## src/rtl/core/tvg_pkg.sv

```systemverilog
// ----------------------------------------------------------------------------
// tvg_pkg
// Shared constants and types for the triangle tessellation vertex unit.
// ----------------------------------------------------------------------------
package tvg_pkg;

   // default coordinate width (signed Q8.8)
   localparam int TVG_COORD_BITS = 16;

   // upper bound on the effective segment count
   localparam logic [15:0] TVG_MAX_SEGMENTS = 16'd255;

   // Q1.16 fractions
   localparam int FRAC_W = 17;
   localparam logic [FRAC_W-1:0] FRAC_ONE  = 17'h10000;
   localparam logic [FRAC_W-1:0] FRAC_HALF = 17'h08000;

   // quotient bits produced by the divider
   localparam int DIV_STEPS = 16;
   localparam int DIV_CNT_W = $clog2(DIV_STEPS);

   // csr port
   localparam int CSR_DATA_W = 48;
   localparam int CSR_IDX_W  = 3;
   localparam logic [CSR_IDX_W-1:0] CSR_CORNER_A = 3'd0;
   localparam logic [CSR_IDX_W-1:0] CSR_CORNER_B = 3'd1;
   localparam logic [CSR_IDX_W-1:0] CSR_APEX     = 3'd2;
   localparam logic [CSR_IDX_W-1:0] CSR_NORMAL   = 3'd3;
   localparam logic [CSR_IDX_W-1:0] CSR_SEGMENTS = 3'd4;

   // divider request and response
   typedef struct packed {
      logic       start;
      logic [7:0] num;
      logic [7:0] den;
   } div_req_type;

   typedef struct packed {
      logic                 done;
      logic [DIV_STEPS-1:0] quo;
   } div_rsp_type;

endpackage

```

## src/rtl/core/triangle_tessellation_vertex_gen_unit.sv

```systemverilog
// ----------------------------------------------------------------------------
// triangle_tessellation_vertex_gen_unit
// Walks a uniform triangle grid row by row, one vertex per request transfer.
// ----------------------------------------------------------------------------
// Sequence: a grid vertex takes two divisions and nine interpolations; when
//   the column ends its row, u saturates without a division; the apex vertex
//   or an error goes straight to the output register.
// Flow: one request at a time; the next is taken once the result is in the
//   output register, which waits while a held result is not taken.
// Reset: synchronous, clears the walk and the configuration registers, segment count one.
module triangle_tessellation_vertex_gen_unit
   import tvg_pkg::*;
#(
   parameter int COORD_BITS = TVG_COORD_BITS
)
(
   input  logic                         clock,
   input  logic                         reset,
   input  logic                         req_valid,
   output logic                         req_ready,
   input  logic                         req_restart,
   output logic                         rsp_valid,
   input  logic                         rsp_ready,
   output logic signed [COORD_BITS-1:0] rsp_pos_x,
   output logic signed [COORD_BITS-1:0] rsp_pos_y,
   output logic signed [COORD_BITS-1:0] rsp_pos_z,
   output logic [FRAC_W-1:0]            rsp_tex_u,
   output logic [FRAC_W-1:0]            rsp_tex_v,
   output logic [CSR_DATA_W-1:0]        rsp_normal_out,
   output logic                         rsp_last_vertex,
   output logic                         rsp_error,
   input  logic                         csr_wr_en,
   input  logic [CSR_IDX_W-1:0]         csr_index,
   input  logic [CSR_DATA_W-1:0]        csr_wdata
);

   localparam int PACK_W = (3 * COORD_BITS > CSR_DATA_W) ? 3 * COORD_BITS : CSR_DATA_W;
   localparam logic [COORD_BITS-1:0] BIAS = {1'b1, {(COORD_BITS - 1){1'b0}}};

   // sequencer states
   localparam logic [2:0] ST_IDLE   = 3'd0;
   localparam logic [2:0] ST_T_GO   = 3'd1;
   localparam logic [2:0] ST_T_WAIT = 3'd2;
   localparam logic [2:0] ST_U_GO   = 3'd3;
   localparam logic [2:0] ST_U_WAIT = 3'd4;
   localparam logic [2:0] ST_L_GO   = 3'd5;
   localparam logic [2:0] ST_L_WAIT = 3'd6;
   localparam logic [2:0] ST_OUT    = 3'd7;

   // result kinds
   localparam logic [1:0] KIND_GRID = 2'd0;
   localparam logic [1:0] KIND_APEX = 2'd1;
   localparam logic [1:0] KIND_ERR  = 2'd2;

   // interpolation steps per coordinate
   localparam logic [1:0] STEP_E1  = 2'd0;
   localparam logic [1:0] STEP_E2  = 2'd1;
   localparam logic [1:0] STEP_MIX = 2'd2;

   // coordinate selects
   localparam logic [1:0] CRD_X = 2'd0;
   localparam logic [1:0] CRD_Y = 2'd1;
   localparam logic [1:0] CRD_Z = 2'd2;

   // configuration registers
   logic [CSR_DATA_W-1:0] corner_a_ff, corner_b_ff, apex_ff, normal_ff;
   logic [7:0]            seg_ff;

   // sequencer and walk state
   logic [2:0]            state_ff, state_in;
   logic [8:0]            row_cnt_ff, row_cnt_in;
   logic [7:0]            col_cnt_ff, col_cnt_in;
   logic [1:0]            kind_ff, kind_in;
   logic [7:0]            row_w_ff, row_w_in;
   logic [7:0]            col_w_ff, col_w_in;
   logic [7:0]            left_ff, left_in;
   logic [7:0]            s_ff, s_in;
   logic [DIV_STEPS-1:0]  t_ff, t_in;
   logic [FRAC_W-1:0]     u_ff, u_in;
   logic [1:0]            crd_ff, crd_in;
   logic [1:0]            step_ff, step_in;
   logic [COORD_BITS-1:0] e1_ff, e1_in;
   logic [COORD_BITS-1:0] e2_ff, e2_in;
   logic [COORD_BITS-1:0] pos_ff [3];
   logic [COORD_BITS-1:0] pos_in [3];

   // output register
   logic                  rsp_valid_ff, rsp_valid_in;
   logic [COORD_BITS-1:0] rsp_pos_ff [3];
   logic [COORD_BITS-1:0] rsp_pos_in [3];
   logic [FRAC_W-1:0]     rsp_tex_u_ff, rsp_tex_u_in;
   logic [FRAC_W-1:0]     rsp_tex_v_ff, rsp_tex_v_in;
   logic [CSR_DATA_W-1:0] rsp_normal_ff, rsp_normal_in;
   logic                  rsp_last_ff, rsp_last_in;
   logic                  rsp_error_ff, rsp_error_in;
   logic                  rsp_load;

   // coordinate slices
   logic [PACK_W-1:0]     a_ext, b_ext, c_ext;
   logic [COORD_BITS-1:0] a_crd [3];
   logic [COORD_BITS-1:0] b_crd [3];
   logic [COORD_BITS-1:0] c_crd [3];

   // request decode
   logic                  accept;
   logic [7:0]            seg_eff;
   logic [8:0]            s9;
   logic [8:0]            row_eff;
   logic [7:0]            col_eff;
   logic [8:0]            left9;
   logic                  is_err, is_apex, wrap;

   // shared units
   div_req_type           div_req;
   div_rsp_type           div_rsp;
   logic                  lerp_start;
   logic [COORD_BITS-1:0] lerp_p, lerp_q, lerp_res;
   logic [FRAC_W-1:0]     lerp_f;
   logic                  lerp_done;

   // csr writes
   always_ff @(posedge clock) begin
      if (reset) begin
         corner_a_ff <= '0;
         corner_b_ff <= '0;
         apex_ff     <= '0;
         normal_ff   <= '0;
         seg_ff      <= 8'd1;
      end else if (csr_wr_en) begin
         case (csr_index)
            CSR_CORNER_A: corner_a_ff <= csr_wdata;
            CSR_CORNER_B: corner_b_ff <= csr_wdata;
            CSR_APEX:     apex_ff     <= csr_wdata;
            CSR_NORMAL:   normal_ff   <= csr_wdata;
            CSR_SEGMENTS: seg_ff      <= csr_wdata[7:0];
            default: begin
            end
         endcase
      end
   end

   // unpack x y z, zero padded above the register
   always_comb begin
      a_ext = PACK_W'(corner_a_ff);
      b_ext = PACK_W'(corner_b_ff);
      c_ext = PACK_W'(apex_ff);
      for (int i = 0; i < 3; i++) begin
         a_crd[i] = a_ext[i*COORD_BITS +: COORD_BITS];
         b_crd[i] = b_ext[i*COORD_BITS +: COORD_BITS];
         c_crd[i] = c_ext[i*COORD_BITS +: COORD_BITS];
      end
   end

   // effective segment count and position checks
   always_comb begin
      if (seg_ff == 8'd0) begin
         seg_eff = 8'd1;
      end else if ({8'd0, seg_ff} > TVG_MAX_SEGMENTS) begin
         seg_eff = TVG_MAX_SEGMENTS[7:0];
      end else begin
         seg_eff = seg_ff;
      end
      s9      = {1'b0, seg_eff};
      row_eff = req_restart ? 9'd0 : row_cnt_ff;
      col_eff = req_restart ? 8'd0 : col_cnt_ff;
      is_err  = (row_eff > s9);
      is_apex = (row_eff == s9);
      left9   = s9 - row_eff;
      wrap    = (({1'b0, col_eff} + 9'd1) > left9);
   end

   assign req_ready = (state_ff == ST_IDLE);
   assign accept    = req_valid && req_ready;
   assign rsp_load  = (state_ff == ST_OUT) && (!rsp_valid_ff || rsp_ready);

   // interpolation operand select
   always_comb begin
      lerp_p = e1_ff;
      lerp_q = e2_ff;
      lerp_f = u_ff;
      case (step_ff)
         STEP_E1: begin
            lerp_p = a_crd[crd_ff] ^ BIAS;
            lerp_q = c_crd[crd_ff] ^ BIAS;
            lerp_f = {1'b0, t_ff};
         end
         STEP_E2: begin
            lerp_p = b_crd[crd_ff] ^ BIAS;
            lerp_q = c_crd[crd_ff] ^ BIAS;
            lerp_f = {1'b0, t_ff};
         end
         default: begin
         end
      endcase
   end

   // sequencer
   always_comb begin
      state_in   = state_ff;
      row_cnt_in = row_cnt_ff;
      col_cnt_in = col_cnt_ff;
      kind_in    = kind_ff;
      row_w_in   = row_w_ff;
      col_w_in   = col_w_ff;
      left_in    = left_ff;
      s_in       = s_ff;
      t_in       = t_ff;
      u_in       = u_ff;
      crd_in     = crd_ff;
      step_in    = step_ff;
      e1_in      = e1_ff;
      e2_in      = e2_ff;
      pos_in     = pos_ff;
      div_req    = '0;
      lerp_start = 1'b0;
      case (state_ff)
         ST_IDLE: begin
            if (accept) begin
               s_in     = seg_eff;
               row_w_in = row_eff[7:0];
               col_w_in = col_eff;
               left_in  = left9[7:0];
               crd_in   = CRD_X;
               step_in  = STEP_E1;
               if (is_err) begin
                  kind_in  = KIND_ERR;
                  state_in = ST_OUT;
               end else begin
                  // advance column, or move to the next row
                  if (wrap) begin
                     col_cnt_in = 8'd0;
                     row_cnt_in = row_eff + 9'd1;
                  end else begin
                     col_cnt_in = col_eff + 8'd1;
                     row_cnt_in = row_eff;
                  end
                  if (is_apex) begin
                     kind_in  = KIND_APEX;
                     state_in = ST_OUT;
                  end else begin
                     kind_in  = KIND_GRID;
                     state_in = ST_T_GO;
                  end
               end
            end
         end
         ST_T_GO: begin
            div_req.start = 1'b1;
            div_req.num   = row_w_ff;
            div_req.den   = s_ff;
            state_in      = ST_T_WAIT;
         end
         ST_T_WAIT: begin
            if (div_rsp.done) begin
               t_in     = div_rsp.quo;
               state_in = ST_U_GO;
            end
         end
         ST_U_GO: begin
            // column at or past its row end saturates to one
            if (col_w_ff >= left_ff) begin
               u_in     = FRAC_ONE;
               state_in = ST_L_GO;
            end else begin
               div_req.start = 1'b1;
               div_req.num   = col_w_ff;
               div_req.den   = left_ff;
               state_in      = ST_U_WAIT;
            end
         end
         ST_U_WAIT: begin
            if (div_rsp.done) begin
               u_in     = {1'b0, div_rsp.quo};
               state_in = ST_L_GO;
            end
         end
         ST_L_GO: begin
            lerp_start = 1'b1;
            state_in   = ST_L_WAIT;
         end
         ST_L_WAIT: begin
            if (lerp_done) begin
               state_in = ST_L_GO;
               case (step_ff)
                  STEP_E1: begin
                     e1_in   = lerp_res;
                     step_in = STEP_E2;
                  end
                  STEP_E2: begin
                     e2_in   = lerp_res;
                     step_in = STEP_MIX;
                  end
                  default: begin
                     pos_in[crd_ff] = lerp_res ^ BIAS;
                     step_in        = STEP_E1;
                     if (crd_ff == CRD_Z) begin
                        state_in = ST_OUT;
                     end else begin
                        crd_in = crd_ff + 2'd1;
                     end
                  end
               endcase
            end
         end
         ST_OUT: begin
            if (rsp_load) begin
               state_in = ST_IDLE;
            end
         end
         default: begin
            state_in = ST_IDLE;
         end
      endcase
   end

   // output register load
   always_comb begin
      rsp_valid_in  = rsp_valid_ff && !rsp_ready;
      rsp_pos_in    = rsp_pos_ff;
      rsp_tex_u_in  = rsp_tex_u_ff;
      rsp_tex_v_in  = rsp_tex_v_ff;
      rsp_normal_in = rsp_normal_ff;
      rsp_last_in   = rsp_last_ff;
      rsp_error_in  = rsp_error_ff;
      if (rsp_load) begin
         rsp_valid_in = 1'b1;
         case (kind_ff)
            KIND_APEX: begin
               rsp_pos_in    = c_crd;
               rsp_tex_u_in  = FRAC_HALF;
               rsp_tex_v_in  = FRAC_ONE;
               rsp_normal_in = normal_ff;
               rsp_last_in   = 1'b1;
               rsp_error_in  = 1'b0;
            end
            KIND_GRID: begin
               rsp_pos_in    = pos_ff;
               rsp_tex_u_in  = u_ff;
               rsp_tex_v_in  = {1'b0, t_ff};
               rsp_normal_in = normal_ff;
               rsp_last_in   = 1'b0;
               rsp_error_in  = 1'b0;
            end
            default: begin
               for (int i = 0; i < 3; i++) begin
                  rsp_pos_in[i] = '0;
               end
               rsp_tex_u_in  = '0;
               rsp_tex_v_in  = '0;
               rsp_normal_in = '0;
               rsp_last_in   = 1'b0;
               rsp_error_in  = 1'b1;
            end
         endcase
      end
   end

   // control state
   always_ff @(posedge clock) begin
      if (reset) begin
         state_ff     <= ST_IDLE;
         row_cnt_ff   <= '0;
         col_cnt_ff   <= '0;
         rsp_valid_ff <= 1'b0;
         crd_ff       <= CRD_X;
         step_ff      <= STEP_E1;
         kind_ff      <= KIND_GRID;
      end else begin
         state_ff     <= state_in;
         row_cnt_ff   <= row_cnt_in;
         col_cnt_ff   <= col_cnt_in;
         rsp_valid_ff <= rsp_valid_in;
         crd_ff       <= crd_in;
         step_ff      <= step_in;
         kind_ff      <= kind_in;
      end
   end

   // datapath registers
   always_ff @(posedge clock) begin
      row_w_ff      <= row_w_in;
      col_w_ff      <= col_w_in;
      left_ff       <= left_in;
      s_ff          <= s_in;
      t_ff          <= t_in;
      u_ff          <= u_in;
      e1_ff         <= e1_in;
      e2_ff         <= e2_in;
      pos_ff        <= pos_in;
      rsp_pos_ff    <= rsp_pos_in;
      rsp_tex_u_ff  <= rsp_tex_u_in;
      rsp_tex_v_ff  <= rsp_tex_v_in;
      rsp_normal_ff <= rsp_normal_in;
      rsp_last_ff   <= rsp_last_in;
      rsp_error_ff  <= rsp_error_in;
   end

   // shared divider
   tvg_div u_div (
      .clock   (clock),
      .reset   (reset),
      .div_req (div_req),
      .div_rsp (div_rsp)
   );

   // shared interpolation unit
   tvg_lerp #(
      .COORD_BITS (COORD_BITS)
   ) u_lerp (
      .clock (clock),
      .reset (reset),
      .start (lerp_start),
      .p     (lerp_p),
      .q     (lerp_q),
      .f     (lerp_f),
      .done  (lerp_done),
      .res   (lerp_res)
   );

   assign rsp_valid       = rsp_valid_ff;
   assign rsp_pos_x       = rsp_pos_ff[0];
   assign rsp_pos_y       = rsp_pos_ff[1];
   assign rsp_pos_z       = rsp_pos_ff[2];
   assign rsp_tex_u       = rsp_tex_u_ff;
   assign rsp_tex_v       = rsp_tex_v_ff;
   assign rsp_normal_out  = rsp_normal_ff;
   assign rsp_last_vertex = rsp_last_ff;
   assign rsp_error       = rsp_error_ff;

endmodule

```

## src/rtl/core/tvg_div.sv

```systemverilog
// ----------------------------------------------------------------------------
// tvg_div
// Restoring divider, one quotient bit per cycle: floor(num * 2^16 / den)
// for num < den, giving a 16-bit fraction.
// ----------------------------------------------------------------------------
module tvg_div
   import tvg_pkg::*;
(
   input  logic        clock,
   input  logic        reset,
   input  div_req_type div_req,
   output div_rsp_type div_rsp
);

   logic [7:0]           rem_ff, rem_in;
   logic [7:0]           den_ff, den_in;
   logic [DIV_STEPS-1:0] quo_ff, quo_in;
   logic [DIV_CNT_W-1:0] cnt_ff, cnt_in;
   logic                 busy_ff, busy_in;
   logic                 done_ff, done_in;
   logic [8:0]           rem_dbl;
   logic [8:0]           rem_sub;
   logic                 fits;

   // one shift and trial subtract per cycle
   always_comb begin
      rem_in  = rem_ff;
      den_in  = den_ff;
      quo_in  = quo_ff;
      cnt_in  = cnt_ff;
      busy_in = busy_ff;
      done_in = 1'b0;
      rem_dbl = {rem_ff, 1'b0};
      rem_sub = rem_dbl - {1'b0, den_ff};
      fits    = (rem_dbl >= {1'b0, den_ff});
      if (div_req.start) begin
         rem_in  = div_req.num;
         den_in  = div_req.den;
         quo_in  = '0;
         cnt_in  = '0;
         busy_in = 1'b1;
      end else if (busy_ff) begin
         rem_in = fits ? rem_sub[7:0] : rem_dbl[7:0];
         quo_in = {quo_ff[DIV_STEPS-2:0], fits};
         cnt_in = cnt_ff + 1'b1;
         if (cnt_ff == DIV_CNT_W'(DIV_STEPS - 1)) begin
            busy_in = 1'b0;
            done_in = 1'b1;
         end
      end
   end

   // control state
   always_ff @(posedge clock) begin
      if (reset) begin
         busy_ff <= 1'b0;
         done_ff <= 1'b0;
         cnt_ff  <= '0;
      end else begin
         busy_ff <= busy_in;
         done_ff <= done_in;
         cnt_ff  <= cnt_in;
      end
   end

   // datapath
   always_ff @(posedge clock) begin
      rem_ff <= rem_in;
      den_ff <= den_in;
      quo_ff <= quo_in;
   end

   assign div_rsp.done = done_ff;
   assign div_rsp.quo  = quo_ff;

endmodule

```

## src/rtl/core/tvg_lerp.sv

```systemverilog
// ----------------------------------------------------------------------------
// tvg_lerp
// Shared interpolation unit: p + floor((q - p) * f / 2^16) on biased
// unsigned coordinates, f in Q1.16. Multiply in one cycle, add in the next.
// ----------------------------------------------------------------------------
module tvg_lerp
   import tvg_pkg::*;
#(
   parameter int COORD_BITS = TVG_COORD_BITS
)
(
   input  logic                  clock,
   input  logic                  reset,
   input  logic                  start,
   input  logic [COORD_BITS-1:0] p,
   input  logic [COORD_BITS-1:0] q,
   input  logic [FRAC_W-1:0]     f,
   output logic                  done,
   output logic [COORD_BITS-1:0] res
);

   localparam int DIFF_W = COORD_BITS + 1;
   localparam int PROD_W = DIFF_W + FRAC_W + 1;
   localparam int SUM_W  = PROD_W - 16;

   logic signed [DIFF_W-1:0]  diff;
   logic signed [FRAC_W:0]    f_s;
   logic signed [PROD_W-1:0]  prod_ff, prod_in;
   logic [COORD_BITS-1:0]     p_ff;
   logic signed [SUM_W-1:0]   p_ext;
   logic signed [SUM_W-1:0]   sum;
   logic [COORD_BITS-1:0]     res_ff;
   logic                      stage_ff;
   logic                      done_ff;

   // stage one: signed difference times fraction
   always_comb begin
      diff    = $signed({1'b0, q}) - $signed({1'b0, p});
      f_s     = $signed({1'b0, f});
      prod_in = diff * f_s;
   end

   // stage two: floor shift and add base
   always_comb begin
      p_ext = $signed({{(SUM_W - COORD_BITS){1'b0}}, p_ff});
      sum   = $signed(prod_ff[PROD_W-1:16]) + p_ext;
   end

   always_ff @(posedge clock) begin
      if (reset) begin
         stage_ff <= 1'b0;
         done_ff  <= 1'b0;
      end else begin
         stage_ff <= start;
         done_ff  <= stage_ff;
      end
   end

   always_ff @(posedge clock) begin
      if (start) begin
         prod_ff <= prod_in;
         p_ff    <= p;
      end
      if (stage_ff) begin
         res_ff <= sum[COORD_BITS-1:0];
      end
   end

   assign done = done_ff;
   assign res  = res_ff;

endmodule

```

## config.mk

```make
export PLATFORM = sky130hd
export DESIGN_NAME = triangle_tessellation_vertex_gen_unit
export DESIGN_NICKNAME = d
export VERILOG_FILES = /design/src/rtl/core/tvg_pkg.sv /design/src/rtl/core/triangle_tessellation_vertex_gen_unit.sv /design/src/rtl/core/tvg_div.sv /design/src/rtl/core/tvg_lerp.sv
export SDC_FILE = /design/constraint.sdc
export NUM_CORES = 2
export LEC_CHECK = 0
export ABC_CLOCK_PERIOD_IN_PS = 25400
export BUFFER_PORTS_ARGS = -buffer_cell sky130_fd_sc_hd__buf_2
export CAP_MARGIN = 20
export CORE_AREA = 2 2 214 373
export DETAILED_ROUTE_END_ITERATION = 6
export DIE_AREA = 0 0 216 375
export PLACE_DENSITY = 0.62
export SETUP_SLACK_MARGIN = 0.1
export SLEW_MARGIN = 10
export SYNTH_ARGS = -nofsm -noshare
export SYNTH_HDL_FRONTEND = slang
export SYNTH_HIERARCHICAL = 1
export SYNTH_SLANG_ARGS = --single-unit
```

## constraint.sdc

```tcl
create_clock -name clock -period 25.4 [get_ports clock]
set_input_delay 5.08 -clock clock [delete_from_list [all_inputs] [get_ports clock]]
set_output_delay 5.08 -clock clock [all_outputs]
set_load 0.05 [all_outputs]
```

---- After elaboration in Yosys (flattened, before gate mapping) ----
Cells that the tools add are included.
storage, ports and cells
  register bits ........................... 608
operators by class
  add/sub/neg operators ................... 9
  multipliers ............................. 1
  order comparisons ....................... 6
  eq/ne operators ......................... 24
  multiplexer cells ....................... 60
  bitwise operators ....................... 8
  reduce and logical (&&, ||, !) cells .... 34
operators by type and width
  cell                 number
  $pmux 17 s2          4
  $mux 16              8
  $bmux 16 s2          3
  $pmux 48 s2          1
  $mux 17              4
  $bwmux 48            1
  $mux 8               6
  $demux 16 s2         1
  $mul 17x18->32       1
  $pmux 16 s2          1
  $pmux 3 s8           1
  $mux 3               7
  $mux 9               2
  $reduce_and 3->1     6
  $sub 16x16->17       1
  $add 16x16->16       1
  $mux 2               8
  $eq 3x3->1 const B   5
  $reduce_and 2->1     7
  $eq 3x2->1 const B   4
  $pmux 2 s2           3
  $mux 1               10
  $reduce_and 5->1     2
  $add 8x1->9 const B  1
  30 further kinds     54

---- Depth between registers and ports, before layout ----
  word-level depth ........................ 8
  mapped depth ............................ 38

---- Modules after synthesis ----
The synthesis kept the hierarchy.
modules (own cells, without submodules)
  module                                 times used  cells an instance  area each (µm²)  seq. area each (µm²)
  triangle_tessellation_vertex_gen_unit  1           1,937              20,878.8         12,862.3
  tvg_lerp                               1           1,288              11,975.2         1,481.4
  tvg_div                                1           188                1,914.3          920.9

---- Worst setup path after synthesis ----
OpenSTA, ideal clock, no wires.
  path kind ............................... input -> register
  start point ............................. in rsp_ready
  end point ............................... reg rsp_error_ff (netlist: rsp_error) (enable)
  setup time .............................. 625 ps
  arrival ................................. 10,635 ps
  data required time ...................... 24,775 ps
  slack ................................... 14,140 ps
  stages on the path ...................... 2
  cells stage by stage .................... nor2b_1 > nor2_1
between the ends
  longest elaborated chain between the ends .. 2
RTL lines
  what                    line                                          text
  start: declaration      triangle_tessellation_vertex_gen_unit.sv:23   input logic rsp_ready,
  $logic_or 1x1->1        triangle_tessellation_vertex_gen_unit.sv:174  assign rsp_load = (state_ff == ST_OUT) && (!rsp_valid_ff || rsp_ready);
  $logic_and 1x1->1       triangle_tessellation_vertex_gen_unit.sv:174
  named net rsp_load      triangle_tessellation_vertex_gen_unit.sv:96   logic rsp_load;
  end signal: assignment  triangle_tessellation_vertex_gen_unit.sv:395  rsp_error_ff <= rsp_error_in;
  end: declaration        triangle_tessellation_vertex_gen_unit.sv:95   logic rsp_error_ff, rsp_error_in;
The timed path passes the listed nets, and every way through them passes these cells.
A chain may end at the register's enable or synchronous reset.

---- Final worst setup path ----
  start point ............................. reg crd_ff[1]
  end point ............................... reg u_lerp.prod_ff[30] (data pin)
RTL lines
  what                                     line                                                                                        text
  start: declaration                       triangle_tessellation_vertex_gen_unit.sv:80                                                 logic [1:0] crd_ff, crd_in;
  start signal: assignment                 triangle_tessellation_vertex_gen_unit.sv:373                                                crd_ff <= crd_in;
  $not 2->3 (implied by the code) (*)      triangle_tessellation_vertex_gen_unit.sv:183, triangle_tessellation_vertex_gen_unit.sv:188
  $bmux 16 s2 (on tied branches)           triangle_tessellation_vertex_gen_unit.sv:188, triangle_tessellation_vertex_gen_unit.sv:183
  $mux 16 (on tied branches) (2 in a row)  triangle_tessellation_vertex_gen_unit.sv:188, triangle_tessellation_vertex_gen_unit.sv:183
  $pmux 16 s2 (*)                          triangle_tessellation_vertex_gen_unit.sv:181                                                case (step_ff)
  named net lerp_p[0]                      triangle_tessellation_vertex_gen_unit.sv:117                                                logic [COORD_BITS-1:0] lerp_p, lerp_q, lerp_res;
  $sub 16x16->17 (*)                       tvg_lerp.sv:38                                                                              diff = $signed({1'b0, q}) - $signed({1'b0, p});
  $mul 17x18->32 (*)                       tvg_lerp.sv:40                                                                              prod_in = diff * f_s;
  named net u_lerp.prod_in[30]             tvg_lerp.sv:28                                                                              logic signed [PROD_W-1:0] prod_ff, prod_in;
  end signal: assignment                   tvg_lerp.sv:61                                                                              prod_ff <= prod_in;
  end: declaration                         tvg_lerp.sv:28
The timed path passes the listed nets; every way through them passes the cells marked *. The select of a mux whose other input is x is not followed.

==> results by group <==
Setup path
  • Worst setup EP type: flop
  • CP startpoint kind: flop
  • Critical-path maximum fanout: 43
  • Crit Path Category: flop to flop
  • CP Data Arrival Time: 10550 ps
  • CP dominant cell by count: fa_1
  • Worst path slowest cell: xor2_2
  • CP required: 25760 ps
  • Delay of the slowest critical-path stage: 800 ps
  • R2R Setup Slk: 15200 ps

Die
  • Initial core utilization: 44.4%
  • Die area: 81000 µm²
  • Num rows: 136
  • Die height: 375 µm
  • I/O Pins: 191
  • Die W: 216 µm
  • Core ar.: 78300 µm²

Clocking
  • Skew-Pair Late Insertion Delay: 650 ps
  • Post-cts hold buffer count: 0
  • Max clock buf depth: 3
  • Total CTS buffers: 51
  • TritonCTS clock tree: done
  • Root Driver: clkbuf_16
  • Worst-path clk slew: 60 ps
  • H-tree levels: 2
  • Post-CTS setup buffer count: 0
  • CTS sink cnt: 592
  • PostCTS Resize Cnt: 0

Layout
  • Commonest cells after routing, fill and taps aside: nand2_1 (653), inv_1 (364), edfxtp_1 (341)
  • Area of the multi-input gates: 17500 µm²
  • Final nets: 3978
  • Commonest non-fill, non-tap cell in the layout: nand2_1
  • Antenna Cells: 0
  • Fill count: 7294
  • Fraction of layout cells with a size suffix above 1: 12.0%
  • Finished Core Util: 49.1%
  • Sequential cell area: 15300 µm²
  • Area growth from synthesis to layout: 10.6%

Power
  • Worst ir drop on vdd: 0.000206 V
  • Power Density: 121 nW/µm²
  • Pleak: 15.5 nW

Detailed routing
  • DR pass1 iterations: 7
  • DRT antenna net count: 0
  • Vias per inst: 5.30
  • Initial drt markers: 1511
  • Final WL: 94600 µm
  • Routed wire per std cell: 20.6 µm
  • Drt drc: 0
  • Vias: 24300

STA
  • Final setup vio count: 0
  • Final Hold Vio Count: 0
  • Minimum clock period: 10200 ps
  • RSZ-0062 raised after global routing: false
  • Worst-Margin Slew: 1150 ps
  • Pins Over Slew Limit: 0
  • Final setup TNS: 0 ps
  • Fmax: 0.0981 GHz
  • Clock skew: 51.0 ps
  • Max_slew headroom: 23.6%
  • Final cycle utilization of the critical path: 40.1%

Global route
  • Number of global-route vias before repair: 24800
  • Initial antenna violation count: 1
  • First-pass GRT wire length: 144000 µm
  • GRT Total Usage: 23.3%
  • Largest net degree at the start of global routing: 90
  • Gr ovfl total: 0

Place
  • Gpl congestion: 0.888
  • DP HPWL: 70300 µm
  • IO buf count: 190

Synthesis
  • Mapped Nets: 3874
  • Synthesized area per cell: 10.2 µm²
  • #FFs+latches synth: 592
  • Synthesized netlist cell count: 3413
  • Yosys warns: 6
  • Mapped Area: 34800 µm²
  • Distinct cell type count after synthesis: 93
  • Synth Flop Type: edfxtp_1
  • Share of the yosys chip area belonging to registers: 43.9%
  • Async SR Flop Fraction: 0%
  • Post-synth EDFFs: 341

Outcome
  • Outcome: complete, no violations

Worst hold path
  • Worst Hold Class: flop to flop

Run
  • Max Cap Viol: 0
## sequential cells by signal, indices dropped and copies added (netlist names), 17 cells and up
signal and flops:
normal_ff 48, b_ext 48, rsp_normal_out 48, a_ext 48, rsp_tex_v 17, rsp_tex_u 17, apex_ff 48, pos_ff 48
u_ff 17
## synth_stat cells, types with 5 or more instances
cell	n	area, µm²
buf_1	10	37.5
a221oi_1	6	52.6
mux2i_1	95	951
and2_1	112	701
nor2b_1	106	663
nor3b_1	5	37.5
o22ai_1	14	87.6
nor3_1	17	85.1
o21ai_0	45	225
nor2_1	145	544
or2_2	14	87.6
inv_1	364	1370
nand4_1	10	62.6
nor4_1	5	31.3
nand2_1	653	2450
xor2_1	28	245
fa_1	226	4520
buf_2	9	45.0
edfxtp_1	341	10200
o21a_1	17	128
dfxtp_1	251	5020
a31oi_1	8	50.1
nand3_1	35	175
nand2b_1	15	93.8
mux4_2	15	338
and3_1	40	250
a22o_1	17	149
clkbuf_1	153	574
mux2_2	47	529
ha_1	178	2230
a211oi_1	6	45.0
a21o_1	15	113
a21oi_1	269	1350
o211ai_1	9	67.6
a2111oi_0	5	43.8
xnor2_1	35	307
## path summary, 6_finish.rpt
path           startpoint  cells after the start            endpoint
max             crd_ff[1]                     33  u_lerp/prod_ff[30]
min          normal_ff[0]                      2        normal_ff[0]
max reg2reg     crd_ff[1]                     33  u_lerp/prod_ff[30]
min reg2reg  normal_ff[0]                      2        normal_ff[0]
## per-layer routing
metal	global-route usage, %	routed length (µm)	vias to the layer above
met3	1.75	3460	204
li1	-	-	11500
met5	0	0	-
met4	12.5	5800	0
met1	24.9	34100	12000
met2	45.1	51200	656
## per-stage QoR
stage               total power [W]  std cells  area, µm²  worst slack (ps)  hold slack [ps]
detailed placement          0.00386       4498      36700             15190              436
global placement            0.00381       4498      36700             15290              437
global route                0.00505       4595      38400             14560              466
CTS                         0.00469       4594      38400             15210              451
floorplan                   0.00314       3413      34800             14140              422
finish                      0.00466       4595      38400             15200              449
## logic make-up after synthesis
| group | synth area share, % |
|---|---|
| multiplexers | 5.29 |
| XOR/XNOR | 1.68 |
| AO/OA/AOI/OAI | 8.01 |
| buffers and inverters | 5.97 |
| AND/OR/NAND/NOR | 15.7 |
| adder cells (fa/ha/maj) | 19.4 |
| flip-flops | 43.9 |
## area by class of cell
cell class | count | share of cell area [%]
clock buffers | 67 | 3.77
flip-flops and latches | 592 | 39.7
repair buffers | 228 | 3.23
multi-input cells | 2277 | 45.5
clock inverters | 29 | 0.846
well taps | 1035 | 3.37
inverters | 367 | 3.58
## where the power goes
group	total (W)	internal, W	switching (W)	leakage, nW
Sequential	0.00126	0.00121	0.0000489	5.14
Clock	0.000822	0.000450	0.000372	0.872
Combinational	0.00258	0.00107	0.00151	9.54
## critical path: cells and delay by family, from the launching register on
family / cells / cell delay [ps]
multiplexers: 2 / 890
AO/OA/AOI/OAI: 11 / 2870
adder cells (fa/ha/maj): 9 / 3660
buffers and inverters: 6 / 780
XOR/XNOR: 2 / 940
flip-flops: 1 / 330
AND/OR/NAND/NOR: 3 / 430
Power figures use the tool's default switching activity.
